===== src/rtl/lpt_pkg.sv =====
`default_nettype none

package lpt_pkg;

  localparam int unsigned CountWidth = 13;
  localparam int unsigned RegWidth   = 13;
  localparam int unsigned CfgIdxWidth = 4;
  localparam int unsigned PhaseWidth = 3;

  localparam logic [CountWidth-1:0] CountMax = {CountWidth{1'b1}};

  // Press phase codes, as reported on the result channel
  localparam logic [PhaseWidth-1:0] PhIdle     = 3'd0;
  localparam logic [PhaseWidth-1:0] PhDebounce = 3'd1;
  localparam logic [PhaseWidth-1:0] PhShort    = 3'd2;
  localparam logic [PhaseWidth-1:0] PhLong     = 3'd3;
  localparam logic [PhaseWidth-1:0] PhArmed    = 3'd4;
  localparam logic [PhaseWidth-1:0] PhWait     = 3'd5;

  // Register indexes on the configuration port
  localparam logic [CfgIdxWidth-1:0] RegDebounce      = 4'd0;
  localparam logic [CfgIdxWidth-1:0] RegShortWindow   = 4'd1;
  localparam logic [CfgIdxWidth-1:0] RegLongWindow    = 4'd2;
  localparam logic [CfgIdxWidth-1:0] RegUnintentional = 4'd3;

  localparam logic [RegWidth-1:0] DebounceReset      = 13'd100;
  localparam logic [RegWidth-1:0] ShortWindowReset   = 13'd500;
  localparam logic [RegWidth-1:0] LongWindowReset    = 13'd1000;
  localparam logic [RegWidth-1:0] UnintentionalReset = 13'd4000;

  localparam int unsigned CmpWidth = CountWidth + RegWidth;

  typedef struct packed {
    logic [RegWidth-1:0] debounce_ticks;
    logic [RegWidth-1:0] short_window_ticks;
    logic [RegWidth-1:0] long_window_ticks;
    logic [RegWidth-1:0] unintentional_ticks;
  } cfg_t;

  typedef struct packed {
    logic                  power_on;
    logic                  power_toggled;
    logic [PhaseWidth-1:0] press_phase;
  } result_t;

  // Window length as compared against the counter: at least 1, at most CountMax
  function automatic logic [CountWidth-1:0] window_limit(input logic [RegWidth-1:0] w);
    logic [CmpWidth-1:0] wx;
    logic [CmpWidth-1:0] mx;
    logic [CmpWidth-1:0] lim;
    wx = CmpWidth'(w);
    mx = CmpWidth'(CountMax);
    if (wx == '0) begin
      lim = CmpWidth'(1);
    end else if (wx > mx) begin
      lim = mx;
    end else begin
      lim = wx;
    end
    return lim[CountWidth-1:0];
  endfunction

endpackage

`default_nettype wire


===== src/rtl/long_press_power_toggle_top.sv =====
// Long-press power toggle.
// Input channel: one transfer per millisecond tick carrying button_pressed_i,
// qualified by in_valid_i and accepted when in_stall_o is low. Every accepted
// tick yields exactly one result transfer (power_on_o, power_toggled_o,
// press_phase_o) on the output channel, qualified by out_valid_o and taken
// when out_stall_i is low.
// The registered result appears in the cycle after a tick is accepted. A tick
// can be accepted every cycle when not stalled; the phase, counter and power
// state update together and a single output register holds the result.
// When the receiver stalls, the output register holds its result and
// in_stall_o rises while it is full, so no tick is taken until the result
// leaves; a new tick may enter in the same cycle the old result is taken.
// Configuration: cfg_valid_i with cfg_index_i and cfg_data_i writes one of
// the four window registers; cfg_ready_o is always high. Write only while
// the block is idle.
// Reset: phase idle, counter zero, power off, window registers at their
// defaults (100, 500, 1000, 4000 ticks), output register empty.
`default_nettype none

module long_press_power_toggle_top (
  input  wire logic                            clk_i,
  input  wire logic                            rst_ni,
  input  wire logic                            in_valid_i,
  output      logic                            in_stall_o,
  input  wire logic                            button_pressed_i,
  output      logic                            out_valid_o,
  input  wire logic                            out_stall_i,
  output      logic                            power_on_o,
  output      logic                            power_toggled_o,
  output      logic [lpt_pkg::PhaseWidth-1:0]  press_phase_o,
  input  wire logic                            cfg_valid_i,
  output      logic                            cfg_ready_o,
  input  wire logic [lpt_pkg::CfgIdxWidth-1:0] cfg_index_i,
  input  wire logic [lpt_pkg::RegWidth-1:0]    cfg_data_i
);

  lpt_pkg::cfg_t    cfg;
  lpt_pkg::result_t result;
  lpt_pkg::result_t res_q;
  logic             out_valid_q, out_valid_d;
  logic             accept;

  assign cfg_ready_o = 1'b1;
  assign in_stall_o  = out_valid_q & out_stall_i;
  assign accept      = in_valid_i & ~in_stall_o;

  lpt_cfg u_cfg (
    .clk_i      (clk_i),
    .rst_ni     (rst_ni),
    .cfg_valid_i(cfg_valid_i),
    .cfg_index_i(cfg_index_i),
    .cfg_data_i (cfg_data_i),
    .cfg_o      (cfg)
  );

  lpt_core u_core (
    .clk_i           (clk_i),
    .rst_ni          (rst_ni),
    .accept_i        (accept),
    .button_pressed_i(button_pressed_i),
    .cfg_i           (cfg),
    .result_o        (result)
  );

  // hold while stalled, load on each accepted tick
  assign out_valid_d = accept | (out_valid_q & out_stall_i);

  always_ff @(posedge clk_i or negedge rst_ni) begin
    if (!rst_ni) begin
      out_valid_q <= 1'b0;
    end else begin
      out_valid_q <= out_valid_d;
    end
  end

  always_ff @(posedge clk_i) begin
    if (accept) begin
      res_q <= result;
    end
  end

  assign out_valid_o     = out_valid_q;
  assign power_on_o      = res_q.power_on;
  assign power_toggled_o = res_q.power_toggled;
  assign press_phase_o   = res_q.press_phase;

endmodule

`default_nettype wire


===== src/rtl/lpt_cfg.sv =====
`default_nettype none

module lpt_cfg (
  input  wire logic                             clk_i,
  input  wire logic                             rst_ni,
  input  wire logic                             cfg_valid_i,
  input  wire logic [lpt_pkg::CfgIdxWidth-1:0]  cfg_index_i,
  input  wire logic [lpt_pkg::RegWidth-1:0]     cfg_data_i,
  output lpt_pkg::cfg_t                         cfg_o
);

  lpt_pkg::cfg_t cfg_q;

  always_ff @(posedge clk_i or negedge rst_ni) begin
    if (!rst_ni) begin
      cfg_q.debounce_ticks      <= lpt_pkg::DebounceReset;
      cfg_q.short_window_ticks  <= lpt_pkg::ShortWindowReset;
      cfg_q.long_window_ticks   <= lpt_pkg::LongWindowReset;
      cfg_q.unintentional_ticks <= lpt_pkg::UnintentionalReset;
    end else if (cfg_valid_i) begin
      // drop writes to unknown indexes
      case (cfg_index_i)
        lpt_pkg::RegDebounce:      cfg_q.debounce_ticks      <= cfg_data_i;
        lpt_pkg::RegShortWindow:   cfg_q.short_window_ticks  <= cfg_data_i;
        lpt_pkg::RegLongWindow:    cfg_q.long_window_ticks   <= cfg_data_i;
        lpt_pkg::RegUnintentional: cfg_q.unintentional_ticks <= cfg_data_i;
        default: ;
      endcase
    end
  end

  assign cfg_o = cfg_q;

endmodule

`default_nettype wire


===== src/rtl/lpt_core.sv =====
`default_nettype none

module lpt_core (
  input  wire logic      clk_i,
  input  wire logic      rst_ni,
  input  wire logic      accept_i,
  input  wire logic      button_pressed_i,
  input  wire lpt_pkg::cfg_t cfg_i,
  output lpt_pkg::result_t result_o
);

  logic [lpt_pkg::PhaseWidth-1:0] phase_q, phase_d;
  logic [lpt_pkg::CountWidth-1:0] count_q, count_d;
  logic                           power_q, power_d;
  logic                           toggled;

  logic [lpt_pkg::RegWidth-1:0]   win;
  logic [lpt_pkg::CountWidth-1:0] lim;
  logic [lpt_pkg::CountWidth-1:0] count_inc;
  logic                           win_done;

  always_comb begin
    case (phase_q)
      lpt_pkg::PhDebounce: win = cfg_i.debounce_ticks;
      lpt_pkg::PhShort:    win = cfg_i.short_window_ticks;
      lpt_pkg::PhLong:     win = cfg_i.long_window_ticks;
      default:             win = cfg_i.unintentional_ticks;
    endcase
  end

  assign lim       = lpt_pkg::window_limit(win);
  // saturate the held-tick count
  assign count_inc = (count_q == lpt_pkg::CountMax) ? count_q : count_q + 1'b1;
  assign win_done  = (count_inc >= lim);

  always_comb begin
    phase_d = phase_q;
    count_d = count_q;
    power_d = power_q;
    toggled = 1'b0;
    case (phase_q)
      lpt_pkg::PhDebounce, lpt_pkg::PhShort, lpt_pkg::PhLong: begin
        if (!button_pressed_i) begin
          phase_d = lpt_pkg::PhIdle;
          count_d = '0;
        end else if (win_done) begin
          phase_d = phase_q + 1'b1;
          count_d = '0;
        end else begin
          count_d = count_inc;
        end
      end
      lpt_pkg::PhArmed: begin
        if (!button_pressed_i) begin
          power_d = ~power_q;
          toggled = 1'b1;
          phase_d = lpt_pkg::PhIdle;
          count_d = '0;
        end else if (win_done) begin
          phase_d = lpt_pkg::PhWait;
          count_d = '0;
        end else begin
          count_d = count_inc;
        end
      end
      lpt_pkg::PhWait: begin
        if (!button_pressed_i) begin
          phase_d = lpt_pkg::PhIdle;
        end
        count_d = '0;
      end
      default: begin
        phase_d = button_pressed_i ? lpt_pkg::PhDebounce : lpt_pkg::PhIdle;
        count_d = '0;
      end
    endcase
  end

  always_ff @(posedge clk_i or negedge rst_ni) begin
    if (!rst_ni) begin
      phase_q <= lpt_pkg::PhIdle;
      count_q <= '0;
      power_q <= 1'b0;
    end else if (accept_i) begin
      phase_q <= phase_d;
      count_q <= count_d;
      power_q <= power_d;
    end
  end

  assign result_o.power_on      = power_d;
  assign result_o.power_toggled = toggled;
  assign result_o.press_phase   = phase_d;

endmodule

`default_nettype wire

===== config.mk =====
export PLATFORM = sky130hd
export DESIGN_NAME = long_press_power_toggle_top
export DESIGN_NICKNAME = d
export VERILOG_FILES = /design/src/rtl/lpt_pkg.sv /design/src/rtl/long_press_power_toggle_top.sv /design/src/rtl/lpt_cfg.sv /design/src/rtl/lpt_core.sv
export SDC_FILE = /design/constraint.sdc
export NUM_CORES = 1
export LEC_CHECK = 0
export BUFFER_PORTS_ARGS = -buffer_cell sky130_fd_sc_hd__buf_2
export CAP_MARGIN = 20
export CORE_ASPECT_RATIO = 1.25
export CORE_MARGIN = 4
export CORE_UTILIZATION = 50
export DETAILED_ROUTE_END_ITERATION = 16
export PLACE_DENSITY_LB_ADDON = 0.2
export SLEW_MARGIN = 20
export SYNTH_ARGS = -nofsm -noshare
export SYNTH_HDL_FRONTEND = slang
export SYNTH_SLANG_ARGS = --single-unit

===== constraint.sdc =====
create_clock -name clk_i -period 5.69 [get_ports clk_i]
set_clock_uncertainty 0.2 [all_clocks]
set_input_delay 0.569 -clock clk_i [delete_from_list [all_inputs] [get_ports clk_i]]
set_output_delay 0.569 -clock clk_i [all_outputs]
set_load 0.05 [all_outputs]

==> summary.txt, run 1 <==
Status
  • Status: finished clean

Placed design
  • DP Worst Slack: 0.8645 ns
  • GPL Wtd Cong: 0.8212
  • IO buf count: 29
  • Dpl cell area: 4300 um^2
  • Post-detail-place hpwl: 5.815 mm

Floorplanning
  • CORE AREA: 7928 um^2
  • Die area: 9821 um^2
  • Initial Util: 52.29%
  • Die width: 89.44 um
  • # IOs: 31
  • Chip height: 109.8 um
  • Number of core rows: 36

Worst setup path
  • Worst path cell trace: inv_1, ha_1, o21bai_2, nor2_1, a21oi_1, nand4_1, o31ai_1, ha_1, inv_1, a21oi_1, o311a_1, nor2b_1, ha_1, o31ai_1, a21oi_1, mux2_2
  • Setup CP Type: flop to flop
  • CP max stage cell: o21bai_2
  • Worst setup SP type: flop
  • Worst Path Required: 5.74 ns
  • Critical-path maximum fanout: 25
  • Crit-path max cell delay: 0.78 ns
  • Buf/Inv on CP: 2
  • Worst path top cell family by delay: compound AO/OA/AOI/OAI gates
  • CP Capture Type: flop
  • Worst path arrival time: 4.90 ns

STA
  • RSZ-0062 raised after global routing: no
  • Fin. max-slew vios: 0
  • Final worst-path cycle share: 85.26%
  • Worst-margin pin slew: 0.9568 ns
  • TNS Setup: 0 ns
  • Post-layout minimum cycle time: 4.851 ns
  • Final Hold Vio Count: 0
  • Final setup viols: 0
  • Final hold slack: 0.2123 ns
  • Worst slew margin: 36.17%
  • Max frequency: 206.1 MHz
  • Setup ws final: 0.8389 ns

Clock tree
  • Worst-Skew Late Latency: 0.36 ns
  • CTS tree: built
  • Clk buf depth: 2
  • CTS Sinks: 75
  • Cts hold-fix bufs: 0
  • Post-CTS Setup Inserts: 0
  • CTS H-tree depth: 3
  • Clock root cell: clkbuf_8
  • CTS buffer count: 9
  • Clk pin slew, worst setup/hold paths: 0.08 ns
  • Post-cts gate resize count: 0

Global route
  • All-Layer GR Usage: 19.19%
  • Met2 Resource Use GR: 31.03%
  • Largest net degree at the start of global routing: 71
  • GR peak layer: met2
  • GRT met1 Usage: 25.53%
  • Initial antenna violation count: 0
  • Vias in the first global route: 2,909
  • First-pass GRT wire length: 14.47 mm
  • Met3 Use GR: 3.898%
  • GRT Residual Overflow: 0

Power and ir drop
  • VDD IR-drop max: 212.4 uV
  • Pwr Density: 364.5 nW/um^2
  • P_leak: 1.992 nW
  • Total power: 1.645 mW

Route
  • First DRT Iteration DRCs: 150
  • Vias: 2,929
  • WL/cell: 17.28 um
  • Post-DRT Antenna Nets: 0
  • Post-DR vias/cell: 6.002
  • Drt pass-1 iters: 6
  • Total wire length: 8.434 mm
  • DRC violations left: 0

Synthesis
  • Dominant synthesized flop cell: dfrtp_1
  • Area leader, netlist: dfrtp_1
  • Synthesized instance count: 366
  • Yosys Warn Count: 0
  • Syn_nets: 409
  • Syn avg cell area: 11.33 um^2
  • Library cells used by synthesis: 61
  • Ys async rst share: 93.33%
  • Dominant cells by area after synthesis: dfrtp_1, mux2_2, dfstp_2
  • EDFF count, synth: 5
  • FF+latch count, synth: 75
  • Fraction of the yosys area taken by sequential cells: 46.51%
  • Yosys top cell area share: 29.58%
  • Cell Area, Synth: 4145 um^2

Final layout
  • Final instance area: 4514 um^2
  • Diode count: 0
  • Nets@finish: 431
  • Fraction of layout cells with a size suffix above 1: 35.11%
  • Area Overhead vs Synth: 8.904%

Worst hold path
  • Worst Hold Class: input pin to flop

Flow run
  • Max cap viols: 0
cell usage after synthesis (2+ instances only):
cell / count
nand2b_1: 3
nor2b_1: 2
buf_4: 3
nor2_1: 28
xor2_1: 7
buf_2: 7
dfstp_2: 21
mux2i_1: 2
buf_6: 6
a21oi_1: 30
nand3_1: 6
xnor2_1: 4
clkbuf_1: 3
inv_1: 10
o211ai_1: 2
mux2_2: 53
nand2_1: 26
edfxtp_1: 5
a222oi_1: 12
o21ai_0: 9
dfrtp_1: 49
nor3_1: 3
nand4_1: 6
ha_1: 20
a31oi_1: 10
a22oi_1: 2
and3b_1: 2
o31ai_1: 2
logic make-up (layout without fill, tap and decap cells):
kind of cell	Yosys count	in the layout	synth area share [%]
other	1	1	0.09047
AOI/OAI and AO/OA	80	80	12.89
muxes	55	55	14.88
and+or+nand+nor	94	94	12.98
DFF	75	75	46.51
adders and majority gates	20	20	6.037
buffers and inverters	30	57	4.286
xor gates and xnor gates	11	11	2.324
path summary, 6_finish.rpt:
kind / start / to / slack, ns / cells after the start
max: u_core.phase_q[1] / u_core.phase_q[0] / 0.84 / 16
min: in_valid_i / out_valid_o / 0.21 / 2
max reg2reg: u_core.phase_q[1] / u_core.phase_q[0] / 0.84 / 16
min reg2reg: u_core.power_q / u_core.power_q / 0.29 / 1
max in group asynchronous: rst_ni / u_cfg.cfg_o[23] / 4.49 / 2
min in group asynchronous: rst_ni / out_valid_o / 0.22 / 2
worst reg2reg max path, cell delays in order (launching register included):
cell	delay [ns]
dfrtp_1	0.51
inv_1	0.14
ha_1	0.32
o21bai_2	0.78
nor2_1	0.12
a21oi_1	0.25
nand4_1	0.14
o31ai_1	0.27
ha_1	0.28
inv_1	0.06
a21oi_1	0.06
o311a_1	0.29
nor2b_1	0.41
ha_1	0.34
o31ai_1	0.24
a21oi_1	0.08
mux2_2	0.27
metrics by stage:
step	instances	utilization [%]
floorplan	366	-
global placement	472	54.17
detailed placement	472	54.25
CTS	488	56.87
global route	488	56.94
finish	488	56.94
report_power, final:
group	internal (mW)	switching (mW)
Sequential	0.666	0.0615
Clock	0.219	0.216
Combinational	0.211	0.271
Total	1.10	0.549
layer usage:
layer	share of wire, %	vias up
li1	-	1397
met1	45	1462
met2	49	59
met3	4.1	11
met4	1.6	0
met5	0	-
final cells by class:
| class | count | area [um^2] |
|---|---|---|
| sequential | 75 | 1928 |
| clock inverter | 6 | 70.07 |
| tap | 95 | 118.9 |
| fill | 679 | 3413 |
| inverter | 10 | 37.54 |
| timing repair buffer | 31 | 160.2 |
| multi-input combinational | 261 | 2062 |
| clock buffer | 10 | 137.6 |
registers in the layout, indices dropped and copies added, names as in the netlist:
signal / cells
u_cfg.cfg_o: 52
u_core.count_q: 13
press_phase_o: 3
u_core.phase_q: 3
out_valid_o: 1
power_on_o: 1
power_toggled_o: 1
u_core.power_q: 1
cells in the final DEF (no fill, tap or decap), drive strengths merged, types with 2 or more instances in the layout:
master	count
mux2i	2
edfxtp	5
ha	20
nor2b	3
nor3	4
xor2	7
nand3	8
a22o	2
nand4	8
a21oi	30
and3b	2
mux2	53
nand2b	4
buf	31
o21ai	10
o21bai	2
and4	2
o211ai	2
dfrtp	49
inv	13
dfstp	21
a222oi	12
o31ai	2
nor2	29
nand2	26
xnor2	4
clkbuf	10
a22oi	2
or2	2
a31oi	10
Power figures use the tool's default switching activity.
==> run 2, diff against run 1 <==
Settings changed: CTS_BUF_LIST set to sky130_fd_sc_hd__clkbuf_16.
==> summary.txt, run 2 (synthesis gave the netlist of run 1 again) <==
Route
  • Drt pass-1 iters: 8 (+2)
  • Total wire length: 8.417 mm (-0.20%)
  • First DRT Iteration DRCs: 155 (+3.3%)
  • Post-DRT Antenna Nets: 0 (unchanged)
  • DRC violations left: 0 (unchanged)
  • Vias: 2,962 (+1.1%)
  • Post-DR vias/cell: 6.070 (+1.1%)
  • WL/cell: 17.25 um (-0.20%)

Final layout
  • Register area: 1928 um^2 (unchanged)
  • Fin util: 58.10% (+1.2 points)
  • Multi-input logic area: 2062 um^2 (unchanged)
  • Fraction of layout cells with a size suffix above 1: 34.86% (-0.25 points)
  • Fill cells: 663 (-2.4%)
  • Diode count: 0 (unchanged)
  • Max reg flops: 52 (unchanged)
  • Most common cell after layout, fill and taps aside: mux2_2
  • Nets@finish: 431 (unchanged)
  • Final instance area: 4606 um^2 (+2.0%)
  • Area Overhead vs Synth: 11.11%
  • Most frequent cells in the layout: mux2_2, dfrtp_1, a21oi_1

Worst hold path
  • Hold endpoint: out_valid_o
  • Worst Hold Depth: 2 (unchanged)
  • Worst Hold Class: input pin to flop
  • Hold_sp: in_valid_i

Global route
  • GRT Residual Overflow: 0 (unchanged)
  • All-Layer GR Usage: 19.30% (+0.11 points)
  • Largest net degree at the start of global routing: 71 (unchanged)
  • Initial antenna violation count: 0 (unchanged)
  • First-pass GRT wire length: 14.63 mm (+1.1%)
  • Vias in the first global route: 2,911 (+0.069%)

Clock tree
  • Clk pin slew, worst setup/hold paths: 0.06 ns (-0.02 ns)
  • CTS tree: built
  • Clk buf depth: 2 (unchanged)
  • Worst-Skew Late Latency: 0.33 ns (-0.03 ns)
  • Clock root cell: clkbuf_16
  • CTS Sinks: 75 (unchanged)
  • CTS buffer count: 9 (unchanged)
  • Post-CTS Setup Inserts: 0 (unchanged)
  • Post-cts gate resize count: 0 (unchanged)
  • Cts hold-fix bufs: 0 (unchanged)
  • CTS H-tree depth: 3 (unchanged)

Worst setup path
  • Setup CP Type: flop to flop
  • FF-to-FF path depth: 16 (unchanged)
  • Critical-path maximum fanout: 25 (unchanged)
  • Crit-path max cell delay: 0.77 ns (about the same)
  • Worst Path Required: 5.71 ns (-0.03 ns)
  • Worst path cell trace: inv_1, ha_1, o21bai_2, nor2_1, a21oi_1, nand4_1, o31ai_1, ha_1, inv_1, a21oi_1, o311a_1, nor2b_1, ha_1, o31ai_1, a21oi_1, mux2_2
  • R2r setup slk: 0.85 ns (about the same)
  • Worst setup SP type: flop
  • CP Capture Type: flop
  • Worst path arrival time: 4.86 ns (-0.04 ns)
  • Reg-to-reg startpoint: u_core.phase_q[1]
  • Reg-to-Reg End: u_core.phase_q[0]
  • CP max stage cell: o21bai_2

Floorplanning
  • Chip height: 109.8 um (unchanged)
  • Initial Util: 52.29% (unchanged)
  • CORE AREA: 7928 um^2 (unchanged)
  • Die width: 89.44 um (unchanged)
  • # IOs: 31 (unchanged)
  • Die area: 9821 um^2 (unchanged)
  • Number of core rows: 36 (unchanged)

STA
  • Final worst-path cycle share: 85.05% (-0.20 points)
  • RSZ-0062 raised after global routing: no
  • Worst slew margin: 36.96% (+0.79 points)
  • Post-layout minimum cycle time: 4.840 ns (-0.01155 ns)
  • Final Hold Vio Count: 0 (unchanged)
  • Final setup viols: 0 (unchanged)
  • Worst-margin pin slew: 0.9449 ns (-0.01186 ns)
  • Fin. max-slew vios: 0 (unchanged)
  • TNS Setup: 0 ns (unchanged)
  • Max frequency: 206.6 MHz (+0.24%)

Status
  • Status: finished clean

Power and ir drop
  • P_leak: 2.032 nW (+2.0%)
  • Pwr Density: 387.2 nW/um^2 (+6.2%)
  • VDD IR-drop max: 262.4 uV (+24%)

Placed design
  • IO buf count: 29 (unchanged)
  • Dpl cell area: 4300 um^2 (unchanged)
  • GPL Wtd Cong: 0.8212 (unchanged)
  • Post-detail-place hpwl: 5.815 mm (unchanged)

Flow run
  • Max cap viols: 0 (unchanged)
[run 2: changes by cell type in the layout (fill, tap and decap cells not counted), sizes merged]
cell and delta:
clkbuf -1, clkinv +1
[run 2: worst max-delay path by stage]
stage,startpoint,endpoint,slack [ns],cells past startpoint
global placement,u_core.phase_q[1],u_core.phase_q[0],0.94,15
CTS,u_core.phase_q[1],u_core.phase_q[0],0.82,16
finish,u_core.phase_q[1],u_core.phase_q[0],0.85,16
floorplan,u_core.phase_q[2],u_core.phase_q[0],1.64,19
global route,u_core.phase_q[1],u_core.phase_q[0],0.34,16
detailed placement,u_core.phase_q[1],u_core.phase_q[0],0.86,16
[run 2: power breakdown]
part / switching, mW / total (mW) / internal, mW
Sequential: 0.0614 / 0.729 / 0.668
Combinational: 0.272 / 0.483 / 0.211
Clock: 0.229 / 0.571 / 0.342
Total: 0.562 / 1.78 / 1.22
[run 2: critical path, delay by kind of cell (launching register included)]
kind                       cells  cell delay, ns
AOI/OAI and AO/OA              7            1.97
buffers and inverters          2            0.20
muxes                          1            0.27
DFF                            1            0.51
adders and majority gates      3            0.93
and+or+nand+nor                3            0.63
[run 2: layout make-up]
class,count,area share (%)
inverter,10,0.8150
clock buffer,9,4.890
multi-input combinational,261,44.77
timing repair buffer,31,3.477
tap,95,2.581
clock inverter,7,1.603
sequential,75,41.86
[run 2: per-layer routing]
metal	vias to the layer above	global-route usage (%)	share of wire, %
li1	1399	-	-
met1	1485	25.74	45
met2	70	31.35	50
met3	8	4.348	4.3
met4	0	5.532	1.4
met5	-	0	0
[run 2: stage by stage]
step	power, mW	hold WS [ns]	instances	setup WS, ns
6_report	1.783	0.2423	488	0.8504
5_1_grt	1.912	0.2311	488	0.3376
4_1_cts	1.801	0.2285	488	0.8191
3_5_place_dp	1.219	0.2802	472	0.8645
3_3_place_gp	1.205	0.2781	472	0.9386
2_1_floorplan	1.109	0.07341	366	1.644
==> run 3, diff against run 2 <==
Settings changed: CORE_UTILIZATION 50 to 60, PLACE_DENSITY set to 0.8, PLACE_DENSITY_LB_ADDON 0.2 to not set.
==> summary.txt, run 3 (synthesis gave the netlist of run 1 again) <==
Power and ir drop
  • Combinational power share: 27.1% (about the same)
  • Sw frac: 31.90% (+0.38 points)
  • Total power: 1.781 mW (-0.14%)
  • Pint: 1.213 mW (-0.69%)
  • Clock group share of total power: 31.7% (-0.3 points)
  • Pwr Density: 389.2 nW/um^2 (+0.52%)
  • Flop pwr share: 41.3% (+0.4 points)
  • Switching power: 568.2 uW (+1.1%)
  • P_leak: 2.026 nW (-0.28%)
  • VDD IR-drop max: 273.0 uV (+4.1%)

Final layout
  • Final instance area: 4576 um^2 (-0.65%)
  • Nets@finish: 430 (-0.23%)
  • Max reg flops: 52 (unchanged)
  • Register area: 1928 um^2 (unchanged)
  • Fraction of layout cells with a size suffix above 1: 34.69% (-0.17 points)
  • Most frequent cells in the layout: mux2_2, dfrtp_1, a21oi_1
  • Fin cells: 479 (-1.8%)
  • Diode count: 0 (unchanged)
  • Most common cell after layout, fill and taps aside: mux2_2
  • Area Overhead vs Synth: 10.38%
  • Multi-input logic area: 2056 um^2 (-0.30%)
  • Fill cells: 495 (-25%)
  • Fin util: 68.83% (+11 points)

STA
  • Final hold slack: 0.2397 ns (-0.002608 ns)
  • Post-layout minimum cycle time: 4.906 ns (+0.06640 ns)
  • RSZ-0062 raised after global routing: no
  • Final setup viols: 0 (unchanged)
  • Final worst-path cycle share: 86.22% (+1.2 points)
  • Worst slew margin: 24.20% (-13 points)
  • Setup ws final: 0.7840 ns (-0.06640 ns)
  • Fin. max-slew vios: 0 (unchanged)
  • Final Hold Vio Count: 0 (unchanged)
  • Worst-margin pin slew: 1.132 ns (+0.1871 ns)
  • TNS Setup: 0 ns (unchanged)
  • Max frequency: 203.8 MHz (-1.4%)

Global route
  • All-Layer GR Usage: 22.46% (+3.2 points)
  • GRT Residual Overflow: 0 (unchanged)
  • Initial antenna violation count: 0 (unchanged)
  • First-pass GRT wire length: 14.26 mm (-2.5%)
  • Largest net degree at the start of global routing: 71 (unchanged)
  • Vias in the first global route: 2,919 (+0.27%)

Route
  • DRC violations left: 0 (unchanged)
  • Total wire length: 8.507 mm (+1.1%)
  • Drt pass-1 iters: 4 (-4)
  • Post-DRT Antenna Nets: 0 (unchanged)
  • WL/cell: 17.76 um (+3.0%)
  • First DRT Iteration DRCs: 232 (+50%)
  • Vias: 2,930 (-1.1%)
  • Post-DR vias/cell: 6.117 (+0.78%)

Status
  • Status: finished clean

Clock tree
  • Clk pin slew, worst setup/hold paths: 0.06 ns (about the same)
  • Post-CTS Setup Inserts: 0 (unchanged)
  • Clock root cell: clkbuf_16
  • Worst-Skew Late Latency: 0.34 ns (about the same)
  • CTS Sinks: 75 (unchanged)
  • CTS H-tree depth: 3 (unchanged)
  • Post-cts gate resize count: 0 (unchanged)
  • CTS tree: built
  • Cts hold-fix bufs: 0 (unchanged)
  • Clk buf depth: 2 (unchanged)
  • CTS buffer count: 9 (unchanged)

Floorplanning
  • # IOs: 31 (unchanged)
  • Chip height: 100.9 um (-8.1%)
  • Die area: 8311 um^2 (-15%)
  • Number of core rows: 33 (-8.3%)
  • CORE AREA: 6648 um^2 (-16%)
  • Initial Util: 62.36% (+10 points)
  • Die width: 82.35 um (-7.9%)

Worst setup path
  • R2r setup slk: 0.78 ns (-0.07 ns)
  • Critical-path maximum fanout: 27 (+8.0%)
  • Worst setup SP type: flop
  • Worst path arrival time: 4.93 ns (+0.07 ns)
  • CP Capture Type: flop
  • Setup CP Type: flop to flop
  • Reg-to-reg startpoint: u_core.phase_q[1]
  • FF-to-FF path depth: 16 (unchanged)
  • Worst Path Required: 5.71 ns (about the same)
  • Reg-to-Reg End: u_core.phase_q[0]

Placed design
  • GPL Wtd Cong: 0.8833 (+7.6%)
  • IO buf count: 29 (unchanged)
  • Dpl cell area: 4277 um^2 (-0.55%)
  • Placed insts: 463 (-1.9%)
  • DP Worst Slack: 0.8772 ns (+0.01271 ns)
  • Post-detail-place hpwl: 5.860 mm (+0.77%)

Flow run
  • Max cap viols: 0 (unchanged)

Worst hold path
  • Worst Hold Class: input pin to async pin
run 3: cell count changes in the layout (fill, tap and decap cells not counted), sizes merged:
cell	change
buf	-1
clkinv	-1
inv	+1
run 3: layout make-up:
class | count | share of cell area, %
well taps | 87 | 2.379
repair buffers | 30 | 3.336
clock inverters | 7 | 1.477
multi-input cells | 261 | 44.93
clock buffers | 9 | 4.922
inverters | 10 | 0.8203
flip-flops and latches | 75 | 42.14
run 3: metal layers:
layer  track usage [%]  share of wire [%]  up-vias  wire length, um
met2             35.68                 51       89             4331
met1             29.43                 42     1432             3596
met5                 0                  0        -                0
li1                  -                  -     1390                -
met3             3.399                4.4       19              373
met4             11.38                2.4        0              206
run 3: worst max-delay path by stage:
stage / startpoint / to / cells after the start
after floorplan: u_core.phase_q[2] / u_core.phase_q[0] / 19
after global placement: u_core.phase_q[1] / u_core.phase_q[0] / 16
after detailed placement: u_core.phase_q[1] / u_core.phase_q[0] / 16
after CTS: u_core.phase_q[1] / u_core.phase_q[0] / 16
after global routing: u_core.phase_q[1] / u_core.phase_q[0] / 16
final: u_core.phase_q[1] / u_core.phase_q[0] / 16
run 3: worst max-delay path: stages (launching register included):
cell and delay [ns]:
dfrtp_1 0.48, inv_1 0.13, ha_1 0.32, o21bai_2 0.83, nor2_1 0.11, a21oi_1 0.28
nand4_1 0.14, o31ai_1 0.26, ha_1 0.27, inv_1 0.05, a21oi_1 0.05, o311a_1 0.30
nor2b_1 0.42, ha_1 0.34, o31ai_1 0.24, a21oi_1 0.09, mux2_2 0.27
run 3: power groups by stage:
stage | logic (mW) | clock network (mW) | registers, mW
5_1_grt | 0.542 | 0.595 | 0.746
4_1_cts | 0.482 | 0.568 | 0.734
3_3_place_gp | 0.455 | 0 | 0.736
3_5_place_dp | 0.473 | 0 | 0.742
2_1_floorplan | 0.375 | 0 | 0.734
6_report | 0.482 | 0.564 | 0.735
